==> config.mk <==
export PLATFORM = sky130hd
export DESIGN_NAME = breath_cycle_sequencer_top_flat
export DESIGN_NICKNAME = d
export VERILOG_FILES = /design/src/hw/rtl/bcs_pkg.sv /design/src/hw/rtl/bcs_if.sv /design/src/hw/rtl/bcs_div.sv /design/src/hw/rtl/bcs_ctrl.sv /design/src/hw/rtl/bcs_dp.sv /design/src/hw/rtl/breath_cycle_sequencer_top.sv /design/src/flat_wrapper.sv
export SDC_FILE = /design/constraint.sdc
export NUM_CORES = 2
export LEC_CHECK = 0
export ABC_AREA = 1
export BUFFER_PORTS_ARGS = -buffer_cell sky130_fd_sc_hd__buf_4
export CAP_MARGIN = 20
export CORE_MARGIN = 2
export CORE_UTILIZATION = 55
export CTS_CLUSTER_SIZE = 8
export DETAILED_ROUTE_END_ITERATION = 10
export PLACE_DENSITY = 0.68
export SLEW_MARGIN = 20
export SYNTH_ARGS = -nofsm -noshare
export SYNTH_HDL_FRONTEND = slang
export SYNTH_SLANG_ARGS = --single-unit
==> constraint.sdc <==
create_clock -name clk_i -period 10.5 [get_ports clk_i]
set_clock_uncertainty 0.05 [all_clocks]
set_input_delay 1.05 -clock clk_i [delete_from_list [all_inputs] [get_ports clk_i]]
set_output_delay 1.05 -clock clk_i [all_outputs]
set_load 0.03 [all_outputs]
==> src/hw/rtl/bcs_pkg.sv <==
// Package: shared types and constants of the breath cycle sequencer.
package bcs_pkg;

  localparam int unsigned MsPerMinute = 60000;

  typedef enum logic [1:0] {
    PH_ACT  = 2'd0,
    PH_EXH  = 2'd1,
    PH_INSP = 2'd2,
    PH_BAD  = 2'd3
  } phase_e;

  typedef enum logic [1:0] {
    K_NONE = 2'd0,
    K_CTRL = 2'd1,
    K_TRIG = 2'd2,
    K_RSVD = 2'd3
  } kind_e;

  localparam logic [2:0] REG_RATE  = 3'd0;
  localparam logic [2:0] REG_TI    = 3'd1;
  localparam logic [2:0] REG_VOL   = 3'd2;
  localparam logic [2:0] REG_VMODE = 3'd3;
  localparam logic [2:0] REG_SEN   = 3'd4;
  localparam logic [2:0] REG_SPER  = 3'd5;
  localparam logic [2:0] REG_SCOEF = 3'd6;

  typedef struct packed {
    logic activate;
    logic clear_sigh_count;
    logic trigger_seen;
    logic high_pressure;
    logic trigger_off;
    logic adjust_busy;
  } in_t;

  typedef struct packed {
    logic [1:0]  insp_kind;
    logic        sigh_flag;
    logic [1:0]  phase;
    logic [15:0] measured_ti;
    logic [15:0] measured_te;
    logic [12:0] active_ti;
    logic [12:0] active_volume;
  } out_t;

  typedef struct packed {
    logic [5:0]  breath_rate;
    logic [11:0] insp_time_ms;
    logic [10:0] tidal_volume;
    logic        volume_mode;
    logic        sigh_enable;
    logic [7:0]  sigh_period;
    logic [4:0]  sigh_coef;
  } cfg_t;

  // Commands from controller to datapath.
  typedef struct packed {
    logic start;   // begin arithmetic for the latched item
    logic step;    // apply the step, update state
  } cmd_t;

  typedef struct packed {
    logic done;    // arithmetic results ready
  } sts_t;

endpackage

==> src/hw/rtl/bcs_if.sv <==
// Interfaces: valid/ready channels for input and result items.
interface bcs_in_if;
  logic           valid;
  logic           ready;
  bcs_pkg::in_t   data;
  modport source (output valid, output data, input ready);
  modport sink   (input valid, input data, output ready);
endinterface

interface bcs_out_if;
  logic           valid;
  logic           ready;
  bcs_pkg::out_t  data;
  modport source (output valid, output data, input ready);
  modport sink   (input valid, input data, output ready);
endinterface

==> src/hw/rtl/bcs_div.sv <==
// Restoring divider: one quotient bit per cycle.
module bcs_div #(
  parameter int unsigned NumW = 17,
  parameter int unsigned DenW = 6
) (
  input  logic            clk_i,
  input  logic            rst_ni,
  input  logic            start_i,
  input  logic [NumW-1:0] num_i,
  input  logic [DenW-1:0] den_i,
  output logic [NumW-1:0] quot_o,
  output logic            done_o
);
  localparam int unsigned CntW = $clog2(NumW + 1);

  logic [NumW-1:0] quot_q, quot_d;
  logic [DenW:0]   rem_q, rem_d;
  logic [DenW-1:0] den_q, den_d;
  logic [CntW-1:0] cnt_q, cnt_d;
  logic            busy_q, busy_d;
  logic            done_q;
  logic [DenW:0]   trial;

  always_comb begin
    quot_d = quot_q;
    rem_d  = rem_q;
    den_d  = den_q;
    cnt_d  = cnt_q;
    busy_d = busy_q;
    trial  = '0;
    if (start_i) begin
      quot_d = num_i;
      rem_d  = '0;
      den_d  = den_i;
      cnt_d  = CntW'(NumW);
      busy_d = 1'b1;
    end else if (busy_q) begin
      trial = {rem_q[DenW-1:0], quot_q[NumW-1]};
      quot_d = {quot_q[NumW-2:0], 1'b0};
      if (trial >= {1'b0, den_q}) begin
        rem_d = trial - {1'b0, den_q};
        quot_d[0] = 1'b1;
      end else begin
        rem_d = trial;
      end
      cnt_d = cnt_q - 1'b1;
      if (cnt_q == CntW'(1)) busy_d = 1'b0;
    end
  end

  always_ff @(posedge clk_i or negedge rst_ni) begin
    if (!rst_ni) begin
      busy_q <= 1'b0;
      cnt_q  <= '0;
      done_q <= 1'b0;
    end else begin
      busy_q <= busy_d;
      cnt_q  <= cnt_d;
      // Flag the cycle in which the last quotient bit sits in quot_q.
      done_q <= busy_q && (cnt_q == CntW'(1)) && !start_i;
    end
  end

  always_ff @(posedge clk_i) begin
    quot_q <= quot_d;
    rem_q  <= rem_d;
    den_q  <= den_d;
  end

  assign quot_o = quot_q;
  assign done_o = done_q;
endmodule

==> src/hw/rtl/bcs_ctrl.sv <==
// Controller: sequences accept, arithmetic, state update and result hand-off.
module bcs_ctrl (
  input  logic              clk_i,
  input  logic              rst_ni,
  input  logic              in_valid_i,
  output logic              in_ready_o,
  output logic              out_valid_o,
  input  logic              out_ready_i,
  output bcs_pkg::cmd_t     cmd_o,
  input  bcs_pkg::sts_t     sts_i
);
  typedef enum logic [3:0] {
    S_IDLE = 4'b0001,
    S_CALC = 4'b0010,
    S_STEP = 4'b0100,
    S_OUT  = 4'b1000
  } state_e;

  state_e state_q, state_d;

  always_comb begin
    state_d     = state_q;
    in_ready_o  = 1'b0;
    out_valid_o = 1'b0;
    cmd_o       = '0;
    case (state_q)
      S_IDLE: begin
        in_ready_o = 1'b1;
        if (in_valid_i) begin
          cmd_o.start = 1'b1;
          state_d = S_CALC;
        end
      end
      S_CALC: if (sts_i.done) state_d = S_STEP;
      S_STEP: begin
        cmd_o.step = 1'b1;
        state_d = S_OUT;
      end
      S_OUT: begin
        out_valid_o = 1'b1;
        if (out_ready_i) state_d = S_IDLE;
      end
      default: state_d = S_IDLE;
    endcase
  end

  always_ff @(posedge clk_i or negedge rst_ni) begin
    if (!rst_ni) state_q <= S_IDLE;
    else         state_q <= state_d;
  end
endmodule

==> src/hw/rtl/bcs_dp.sv <==
// Datapath: breath state, period division, sigh scaling and result register.
module bcs_dp #(
  parameter int unsigned CounterBits = 16
) (
  input  logic           clk_i,
  input  logic           rst_ni,
  input  logic           cfg_we_i,
  input  logic [2:0]     cfg_idx_i,
  input  logic [11:0]    cfg_data_i,
  input  bcs_pkg::in_t   in_i,
  input  bcs_pkg::cmd_t  cmd_i,
  output bcs_pkg::sts_t  sts_o,
  output bcs_pkg::out_t  out_o
);
  localparam logic [CounterBits-1:0] CntMax = '1;

  bcs_pkg::cfg_t   cfg_q;
  bcs_pkg::in_t    in_q;
  bcs_pkg::out_t   out_q;
  bcs_pkg::phase_e phase_q;
  bcs_pkg::kind_e  last_kind_q;
  logic            exh_done_q, saved_toff_q, lock_q;
  logic [15:0]     te_target_q, ti_meas_q, te_meas_q;
  logic [CounterBits-1:0] te_cnt_q, ti_cnt_q;
  logic [7:0]      sigh_cnt_q;
  logic [12:0]     eff_ti_q, eff_vol_q;

  // Precomputed products, registered before use.
  logic [15:0]     period_q;
  logic [21:0]     sigh_te_prod_q;
  logic [16:0]     ti_prod_q;
  logic [15:0]     vol_prod_q;
  logic [1:0]      calc_q;
  logic            div_done;
  logic [16:0]     quot;
  logic [5:0]      rate_eff;

  assign rate_eff = (cfg_q.breath_rate == '0) ? 6'd1 : cfg_q.breath_rate;

  bcs_div #(.NumW(17), .DenW(6)) u_div (
    .clk_i, .rst_ni,
    .start_i (cmd_i.start),
    .num_i   (17'(bcs_pkg::MsPerMinute)),
    .den_i   (rate_eff),
    .quot_o  (quot),
    .done_o  (div_done)
  );

  // After division: period, then product by coef, then /10 by reciprocal
  // multiplication in the following cycle.
  logic [17:0] q_ti, q_vol, q_te;
  // Divide by 10 via multiply by 1677722 >> 24 (exact for values < 2^22).
  function automatic logic [17:0] div10(input logic [21:0] v);
    logic [42:0] p;
    p = 43'(v) * 43'd1677722;
    return 18'(p >> 24);
  endfunction

  always_ff @(posedge clk_i or negedge rst_ni) begin
    if (!rst_ni) calc_q <= '0;
    else if (cmd_i.start) calc_q <= '0;
    else if (div_done) calc_q <= 2'd1;
    else if (calc_q == 2'd1) calc_q <= 2'd2;
    else if (calc_q == 2'd2) calc_q <= 2'd3;
  end

  always_ff @(posedge clk_i) begin
    if (div_done) period_q <= quot[15:0];
    if (calc_q == 2'd1) begin
      sigh_te_prod_q <= 22'(period_q) * 22'(cfg_q.sigh_coef);
      ti_prod_q      <= 17'(cfg_q.insp_time_ms) * 17'(cfg_q.sigh_coef);
      vol_prod_q     <= 16'(cfg_q.tidal_volume) * 16'(cfg_q.sigh_coef);
    end
    if (calc_q == 2'd2) begin
      q_te  <= div10(sigh_te_prod_q);
      q_ti  <= div10(22'(ti_prod_q));
      q_vol <= div10(22'(vol_prod_q));
    end
    if (cmd_i.start) in_q <= in_i;
  end

  assign sts_o.done = (calc_q == 2'd3) && !cmd_i.step;

  function automatic logic [15:0] subsat(input logic [16:0] a, input logic [16:0] b);
    return (a > b) ? 16'(a - b) : 16'd0;
  endfunction
  function automatic logic [15:0] sat16(input logic [CounterBits-1:0] v);
    return (v > CounterBits'(16'hFFFF)) ? 16'hFFFF : 16'(v);
  endfunction
  function automatic logic [12:0] sat13(input logic [17:0] v);
    return (v > 18'd8191) ? 13'h1FFF : 13'(v);
  endfunction

  // Step combinational logic.
  bcs_pkg::phase_e ph, ph_d;
  bcs_pkg::kind_e  kind, last_kind_d;
  logic            sigh, exh_d, toff_d, lock_d, trig, sdo, sclr;
  logic [15:0]     tet_d, tim_d, tem_d, te_sigh;
  logic [CounterBits-1:0] tec_d, tic_d;
  logic [7:0]      sc, sc_d, lim;
  logic [12:0]     eti_d, evol_d;

  always_comb begin
    ph = in_q.activate ? bcs_pkg::PH_ACT : phase_q;
    sc = in_q.clear_sigh_count ? 8'd0 : sigh_cnt_q;
    ph_d = ph; kind = bcs_pkg::K_NONE; last_kind_d = last_kind_q;
    sigh = 1'b0; exh_d = exh_done_q; toff_d = saved_toff_q; lock_d = lock_q;
    tet_d = te_target_q; tim_d = ti_meas_q; tem_d = te_meas_q;
    tec_d = te_cnt_q; tic_d = ti_cnt_q; sc_d = sc;
    eti_d = eff_ti_q; evol_d = eff_vol_q; trig = 1'b0; sdo = 1'b0; sclr = 1'b0;
    lim = (cfg_q.sigh_period == 8'd0) ? 8'd0 : cfg_q.sigh_period - 8'd1;
    te_sigh = (q_te > 18'h0FFFF) ? 16'hFFFF : 16'(q_te);
    case (ph)
      bcs_pkg::PH_ACT: begin
        lock_d = 1'b0;
        tet_d = subsat(17'(period_q), 17'(eff_ti_q));
        if (!exh_done_q) begin
          tec_d = '0;
          ph_d = bcs_pkg::PH_EXH;
        end else begin
          sdo = 1'b1;
          tic_d = '0;
          kind = bcs_pkg::K_CTRL; last_kind_d = bcs_pkg::K_CTRL;
          eti_d = 13'(cfg_q.insp_time_ms); evol_d = 13'(cfg_q.tidal_volume);
          ph_d = bcs_pkg::PH_INSP;
        end
      end
      bcs_pkg::PH_EXH: begin
        if (in_q.high_pressure) tet_d = subsat(17'(period_q), 17'(ti_meas_q));
        if (in_q.trigger_off)      trig = 1'b0;
        else if (in_q.adjust_busy) trig = !saved_toff_q && in_q.trigger_seen;
        else                       trig = in_q.trigger_seen;
        if (trig) begin
          kind = bcs_pkg::K_TRIG; last_kind_d = bcs_pkg::K_TRIG; exh_d = 1'b1;
        end else if (te_cnt_q >= CounterBits'(tet_d)) begin
          kind = bcs_pkg::K_CTRL; last_kind_d = bcs_pkg::K_CTRL; exh_d = 1'b1;
        end
        if (!in_q.adjust_busy) toff_d = in_q.trigger_off;
        if (exh_d) begin
          sdo = 1'b1; sclr = 1'b1;
          tem_d = sat16(te_cnt_q);
          tic_d = '0;
          eti_d = 13'(cfg_q.insp_time_ms); evol_d = 13'(cfg_q.tidal_volume);
          ph_d = bcs_pkg::PH_INSP;
        end
      end
      bcs_pkg::PH_INSP: begin
        if (CounterBits'(ti_cnt_q) >= CounterBits'(eff_ti_q) || in_q.high_pressure) begin
          tim_d = sat16(ti_cnt_q);
          tec_d = '0; exh_d = 1'b0; ph_d = bcs_pkg::PH_EXH;
        end else begin
          kind = last_kind_q;
        end
      end
      default: begin
        lock_d = 1'b0; ph_d = bcs_pkg::PH_EXH;
      end
    endcase
    if (sdo) begin
      if (cfg_q.sigh_enable && cfg_q.volume_mode) begin
        if (sc >= lim) begin
          sc_d = 8'd0; sigh = 1'b1;
          if (sclr) lock_d = 1'b0;
        end else begin
          sc_d = sc + 8'd1;
        end
      end else if (sclr) begin
        sc_d = 8'd0;
      end
    end
    if (sclr) begin
      if (sigh && cfg_q.volume_mode)
        tet_d = subsat(17'(te_sigh), {4'd0, cfg_q.insp_time_ms, 1'b0});
      else
        tet_d = subsat(17'(period_q), 17'(cfg_q.insp_time_ms));
      if (sigh && cfg_q.volume_mode && !lock_d) begin
        lock_d = 1'b1;
        eti_d = sat13(q_ti); evol_d = sat13(q_vol);
      end
    end
    if (tec_d != CntMax) tec_d = tec_d + 1'b1;
    if (tic_d != CntMax) tic_d = tic_d + 1'b1;
  end

  always_ff @(posedge clk_i or negedge rst_ni) begin
    if (!rst_ni) begin
      cfg_q <= '{breath_rate: 6'd15, insp_time_ms: 12'd1000, tidal_volume: 11'd500,
                 volume_mode: 1'b0, sigh_enable: 1'b0, sigh_period: 8'd50,
                 sigh_coef: 5'd15};
      phase_q <= bcs_pkg::PH_EXH; last_kind_q <= bcs_pkg::K_NONE;
      exh_done_q <= 1'b0; saved_toff_q <= 1'b0; lock_q <= 1'b0;
      te_target_q <= '0; ti_meas_q <= '0; te_meas_q <= '0;
      te_cnt_q <= '0; ti_cnt_q <= '0; sigh_cnt_q <= '0;
      eff_ti_q <= 13'd1000; eff_vol_q <= 13'd500;
    end else begin
      if (cfg_we_i) begin
        case (cfg_idx_i)
          bcs_pkg::REG_RATE:  cfg_q.breath_rate  <= cfg_data_i[5:0];
          bcs_pkg::REG_TI:    cfg_q.insp_time_ms <= cfg_data_i[11:0];
          bcs_pkg::REG_VOL:   cfg_q.tidal_volume <= cfg_data_i[10:0];
          bcs_pkg::REG_VMODE: cfg_q.volume_mode  <= cfg_data_i[0];
          bcs_pkg::REG_SEN:   cfg_q.sigh_enable  <= cfg_data_i[0];
          bcs_pkg::REG_SPER:  cfg_q.sigh_period  <= cfg_data_i[7:0];
          bcs_pkg::REG_SCOEF: cfg_q.sigh_coef    <= cfg_data_i[4:0];
          default: ;
        endcase
      end
      if (cmd_i.step) begin
        phase_q <= ph_d; last_kind_q <= last_kind_d;
        exh_done_q <= exh_d; saved_toff_q <= toff_d; lock_q <= lock_d;
        te_target_q <= tet_d; ti_meas_q <= tim_d; te_meas_q <= tem_d;
        te_cnt_q <= tec_d; ti_cnt_q <= tic_d; sigh_cnt_q <= sc_d;
        eff_ti_q <= eti_d; eff_vol_q <= evol_d;
      end
    end
  end

  always_ff @(posedge clk_i) begin
    if (cmd_i.step) begin
      out_q.insp_kind     <= kind;
      out_q.sigh_flag     <= sigh;
      out_q.phase         <= ph_d;
      out_q.measured_ti   <= tim_d;
      out_q.measured_te   <= tem_d;
      out_q.active_ti     <= eti_d;
      out_q.active_volume <= evol_d;
    end
  end

  assign out_o = out_q;
endmodule

==> src/hw/rtl/breath_cycle_sequencer_top.sv <==
// Top level: breath cycle sequencer, one result per accepted tick.
// Sequence from accept to result valid: the restoring period divider, capture of
// the period, sigh scaling (product, then divide by ten), the controller cycle
// that sees the arithmetic done, and the step that updates state; then waits
// for out ready. A new tick is accepted only after the previous result is taken.
// Reset (rst_ni low, async): control and config regs reset; data regs do not.
module breath_cycle_sequencer_top #(
  parameter int unsigned CounterBits = 16
) (
  input  logic        clk_i,
  input  logic        rst_ni,
  input  logic        cfg_we_i,
  input  logic [2:0]  cfg_idx_i,
  input  logic [11:0] cfg_data_i,
  bcs_in_if.sink      in_if,
  bcs_out_if.source   out_if
);
  bcs_pkg::cmd_t cmd;
  bcs_pkg::sts_t sts;

  bcs_ctrl u_ctrl (
    .clk_i, .rst_ni,
    .in_valid_i  (in_if.valid),
    .in_ready_o  (in_if.ready),
    .out_valid_o (out_if.valid),
    .out_ready_i (out_if.ready),
    .cmd_o       (cmd),
    .sts_i       (sts)
  );

  bcs_dp #(.CounterBits(CounterBits)) u_dp (
    .clk_i, .rst_ni,
    .cfg_we_i, .cfg_idx_i, .cfg_data_i,
    .in_i  (in_if.data),
    .cmd_i (cmd),
    .sts_o (sts),
    .out_o (out_if.data)
  );
endmodule

==> src/flat_wrapper.sv <==
// flat-port wrapper written by rule: the top's interface ports become plain ports
module breath_cycle_sequencer_top_flat 
#(
  parameter int unsigned CounterBits = 16
)
  (clk_i, rst_ni, cfg_we_i, cfg_idx_i, cfg_data_i, in_if_valid, in_if_data, in_if_ready, out_if_valid, out_if_data, out_if_ready);
  bcs_in_if in_if_i ();
  bcs_out_if out_if_i ();
  input  logic clk_i;
  input  logic rst_ni;
  input  logic cfg_we_i;
  input  logic [2:0] cfg_idx_i;
  input  logic [11:0] cfg_data_i;
  input wire logic [$bits(in_if_i.valid)-1:0] in_if_valid;
  input wire logic [$bits(in_if_i.data)-1:0] in_if_data;
  output wire logic [$bits(in_if_i.ready)-1:0] in_if_ready;
  output wire logic [$bits(out_if_i.valid)-1:0] out_if_valid;
  output wire logic [$bits(out_if_i.data)-1:0] out_if_data;
  input wire logic [$bits(out_if_i.ready)-1:0] out_if_ready;
  assign in_if_i.valid = in_if_valid;
  assign in_if_i.data = in_if_data;
  assign in_if_ready = in_if_i.ready;
  assign out_if_valid = out_if_i.valid;
  assign out_if_data = out_if_i.data;
  assign out_if_i.ready = out_if_ready;
  breath_cycle_sequencer_top #(.CounterBits(CounterBits)) u_core (.clk_i(clk_i), .rst_ni(rst_ni), .cfg_we_i(cfg_we_i), .cfg_idx_i(cfg_idx_i), .cfg_data_i(cfg_data_i), .in_if(in_if_i), .out_if(out_if_i));
endmodule
==> flow_metrics.tcl <==
set metrics [dict create \
    outcome "finished, final reports clean" \
    met1_usage_pct 38.0 \
    cts_tree "yes" \
    ys_warn_count 0 \
    routedWlPerCell_um 17.1 \
    layout_min_cycle_time_ns 6.26 \
    synth_top_family_by_area "adder cells" \
    critical_path.endpoint_type "flop" \
    post-route-util_pct 59.7 \
    yosys.area.top_type "fa_1" \
    fill_cells 6961 \
    use_met2_pct 44.8 \
    synth_mux_area_share_pct 0 \
    place_congestion 0.996 \
    synth_nets 6193 \
    fp.dieW_um 286 \
    io_buffers 90 \
    final-max-slew-violation-count 0 \
    clkSinkCount 390 \
    max_freq_mhz 160 \
    initial_utilization_pct 55.4 \
    crit_start "u_core.u_dp.sigh_te_prod_q[8]" \
    grt_use_total_pct 27.1 \
    grt-busiest-layer "met2" \
    antenna_found_initial 2 \
    ys_types 67 \
    path_cells "ha_1 -> inv_1 -> fa_1 -> inv_1 -> fa_1 -> fa_1 -> fa_1 -> fa_1 -> ha_1 -> ha_1 -> nand2_1 -> nor2_1 -> inv_1 -> nor2_1 -> and3_1 -> nand2_1 -> nand3_1 -> nand2_1 -> o211ai_1 -> a21o_1 -> nand3_1 -> nand3_1 -> nand2_1" \
    cpLargestDelayFamily "adder cells" \
    synth_adder_area_share_pct 37.4 \
    syn_avg_cell_area_um2 8.53 \
    cp_max_fo 5 \
    hold_viol_final 0 \
    dp_hpwl_um 88800 \
    vias 33652 \
    drt-initial-drc-count 2261 \
    syn_inst 5111 \
    slowest_delay_ns 0.53 \
    grt_pass1_vias 33944 \
    grt_pass1_wl_um 178000 \
    nets 6263 \
    finalCritPeriodShare_pct 59.6 \
    crit_top_cell "fa_1" \
    hold_class "reg -> reg" \
    syn_area_um2 43600 \
    synthTopCellsByArea "fa_1, ha_1, edfxtp_1" \
    wirelength_um 108000 \
    cts-resized-gates 0 \
    die-area_um2 81600 \
    drc 0 \
    post_cts_buffers 0 \
    slew_headroom_pct 33.5 \
    layout_commonest_cell "inv_1" \
    cts.clk_slew.worst_paths_ns 0.06 \
    synth-simple-area-share_pct 16.1 \
    ant_nets 0 \
    clock_path_buffers 3 \
    hold_start "u_core.u_dp.u_div.quot_o[5]" \
    holdBufCountCts 0 \
    ios 91 \
    ys_ff_latch 390 \
    synth_edf_count 190 \
    maxCapViolations 0 \
    cp-start-kind "flop" \
    rsz0062_at_grt "false" \
    layout_common_cells "inv_1, nand2_1, ha_1" \
    met3_usage_pct 3.00 \
    htreeDepth 2 \
    crit_required_ns 10.83 \
    synth-compound-area-share_pct 9.04 \
    max_slew.worst_pin.slew_ns 0.995 \
    grt-ovfl-total 0 \
    ys.flop_type "edfxtp_1" \
    synth_top_cell_area_share_pct 18.9 \
    placementRows 103 \
    ys_seq_area_share_pct 24.4 \
    via_per_inst 5.36 \
    setup_violations 0 \
    core_area_um2 78700 \
    synthXorXnorAreaFrac_pct 3.09 \
    criticalPathCategory "reg -> reg" \
    crit_path_top_delay_cell "edfxtp_1" \
    arrival_ns 6.59 \
    area_growth_pct 7.81 \
    drt_first_pass_iters 5 \
    grt_max_degree 103 \
    critPathBufInv 3 \
    die-height_um 286 \
    async_reset_ff_share_pct 45.4 \
    numCtsBuffers 56 \
    r2r_start "u_core.u_dp.sigh_te_prod_q[8]" \
    insertion_delay_ns 0.64 \
    cts_root_buf "clkbuf_16" \
    drive_gt1_share_pct 5.34 \
    tns_ns 0 \
]
==> final timing paths <==
path	endpoint	slack (ns)	cells after the start
max	u_core.u_dp.q_te[15]	4.24	23
min	u_core.u_dp.period_q[5]	0.38	0
max reg2reg	u_core.u_dp.q_te[15]	4.24	23
min reg2reg	u_core.u_dp.period_q[5]	0.38	0
max in group asynchronous	u_core.u_dp.cfg_q[28]	8.44	2
min in group asynchronous	u_core.u_dp.eff_ti_q[2]	0.47	1
==> metal layers <==
layer,wire length (µm),part of all wire (%)
met1,49500,46
met2,49400,46
met3,5840,5.4
met4,2920,2.7
met5,19,0.018
==> layout make-up <==
| cell class | count | area (µm²) | share of cell area, % |
|---|---|---|---|
| clock buffers | 101 | 1600 | 3.40 |
| clock inverters | 5 | 103 | 0.218 |
| flip-flops and latches | 390 | 10600 | 22.6 |
| inverters | 1052 | 3950 | 8.40 |
| multi-input cells | 3576 | 28600 | 60.9 |
| diodes | 1 | 2.50 | 0.00532 |
| repair buffers | 105 | 795 | 1.69 |
| well taps | 1050 | 1310 | 2.79 |
==> stage by stage <==
step	worst slack (ns)	cell area, µm²	cells	hold slack (ns)
after floorplan	4.74	43600	5111	0.358
after global placement	4.28	45300	6173	0.364
after detailed placement	4.23	45300	6173	0.371
after CTS	4.24	47000	6279	0.374
after global routing	3.84	47000	6279	0.399
final	4.24	47000	6280	0.382
==> cells by family after synthesis <==
family,after synthesis
XOR/XNOR,154
AND/OR/NAND/NOR,1668
flip-flops,390
AO/OA/AOI/OAI,698
adder cells (fa/ha/maj),1056
buffers and inverters,1145
==> state kept, by name, summed over array words and instances (netlist names), 6 cells and up <==
register                    count
u_core.u_dp.out_o              63
u_core.u_dp.cfg_q              44
u_core.u_dp.sigh_te_prod_q     21
u_core.u_dp.q_te               18
u_core.u_dp.ti_prod_q          17
u_core.u_dp.u_div.quot_o       17
u_core.u_dp.period_q           16
u_core.u_dp.te_cnt_q           16
u_core.u_dp.te_meas_q          16
u_core.u_dp.te_target_q        16
u_core.u_dp.ti_cnt_q           16
u_core.u_dp.ti_meas_q          16
u_core.u_dp.vol_prod_q         16
u_core.u_dp.q_ti               14
u_core.u_dp.eff_ti_q           13
u_core.u_dp.eff_vol_q          13
u_core.u_dp.q_vol              13
u_core.u_dp.sigh_cnt_q          8
u_core.u_dp.in_q                6
u_core.u_dp.u_div.den_q         6
u_core.u_dp.u_div.rem_q         6
==> cell usage after synthesis (all sizes together) (42+ instances only) <==
| master | n |
|---|---|
| a21oi | 258 |
| clkbuf | 65 |
| dfrtp | 140 |
| edfxtp | 190 |
| fa | 411 |
| ha | 645 |
| inv | 1048 |
| nand2 | 1039 |
| nand3 | 201 |
| nand4 | 42 |
| nor2 | 284 |
| nor3 | 42 |
| o21ai | 254 |
| xnor2 | 44 |
| xor2 | 110 |
Power is not shown: default switching activity piles up to over one toggle a cycle in this logic, so the estimate is an artifact.
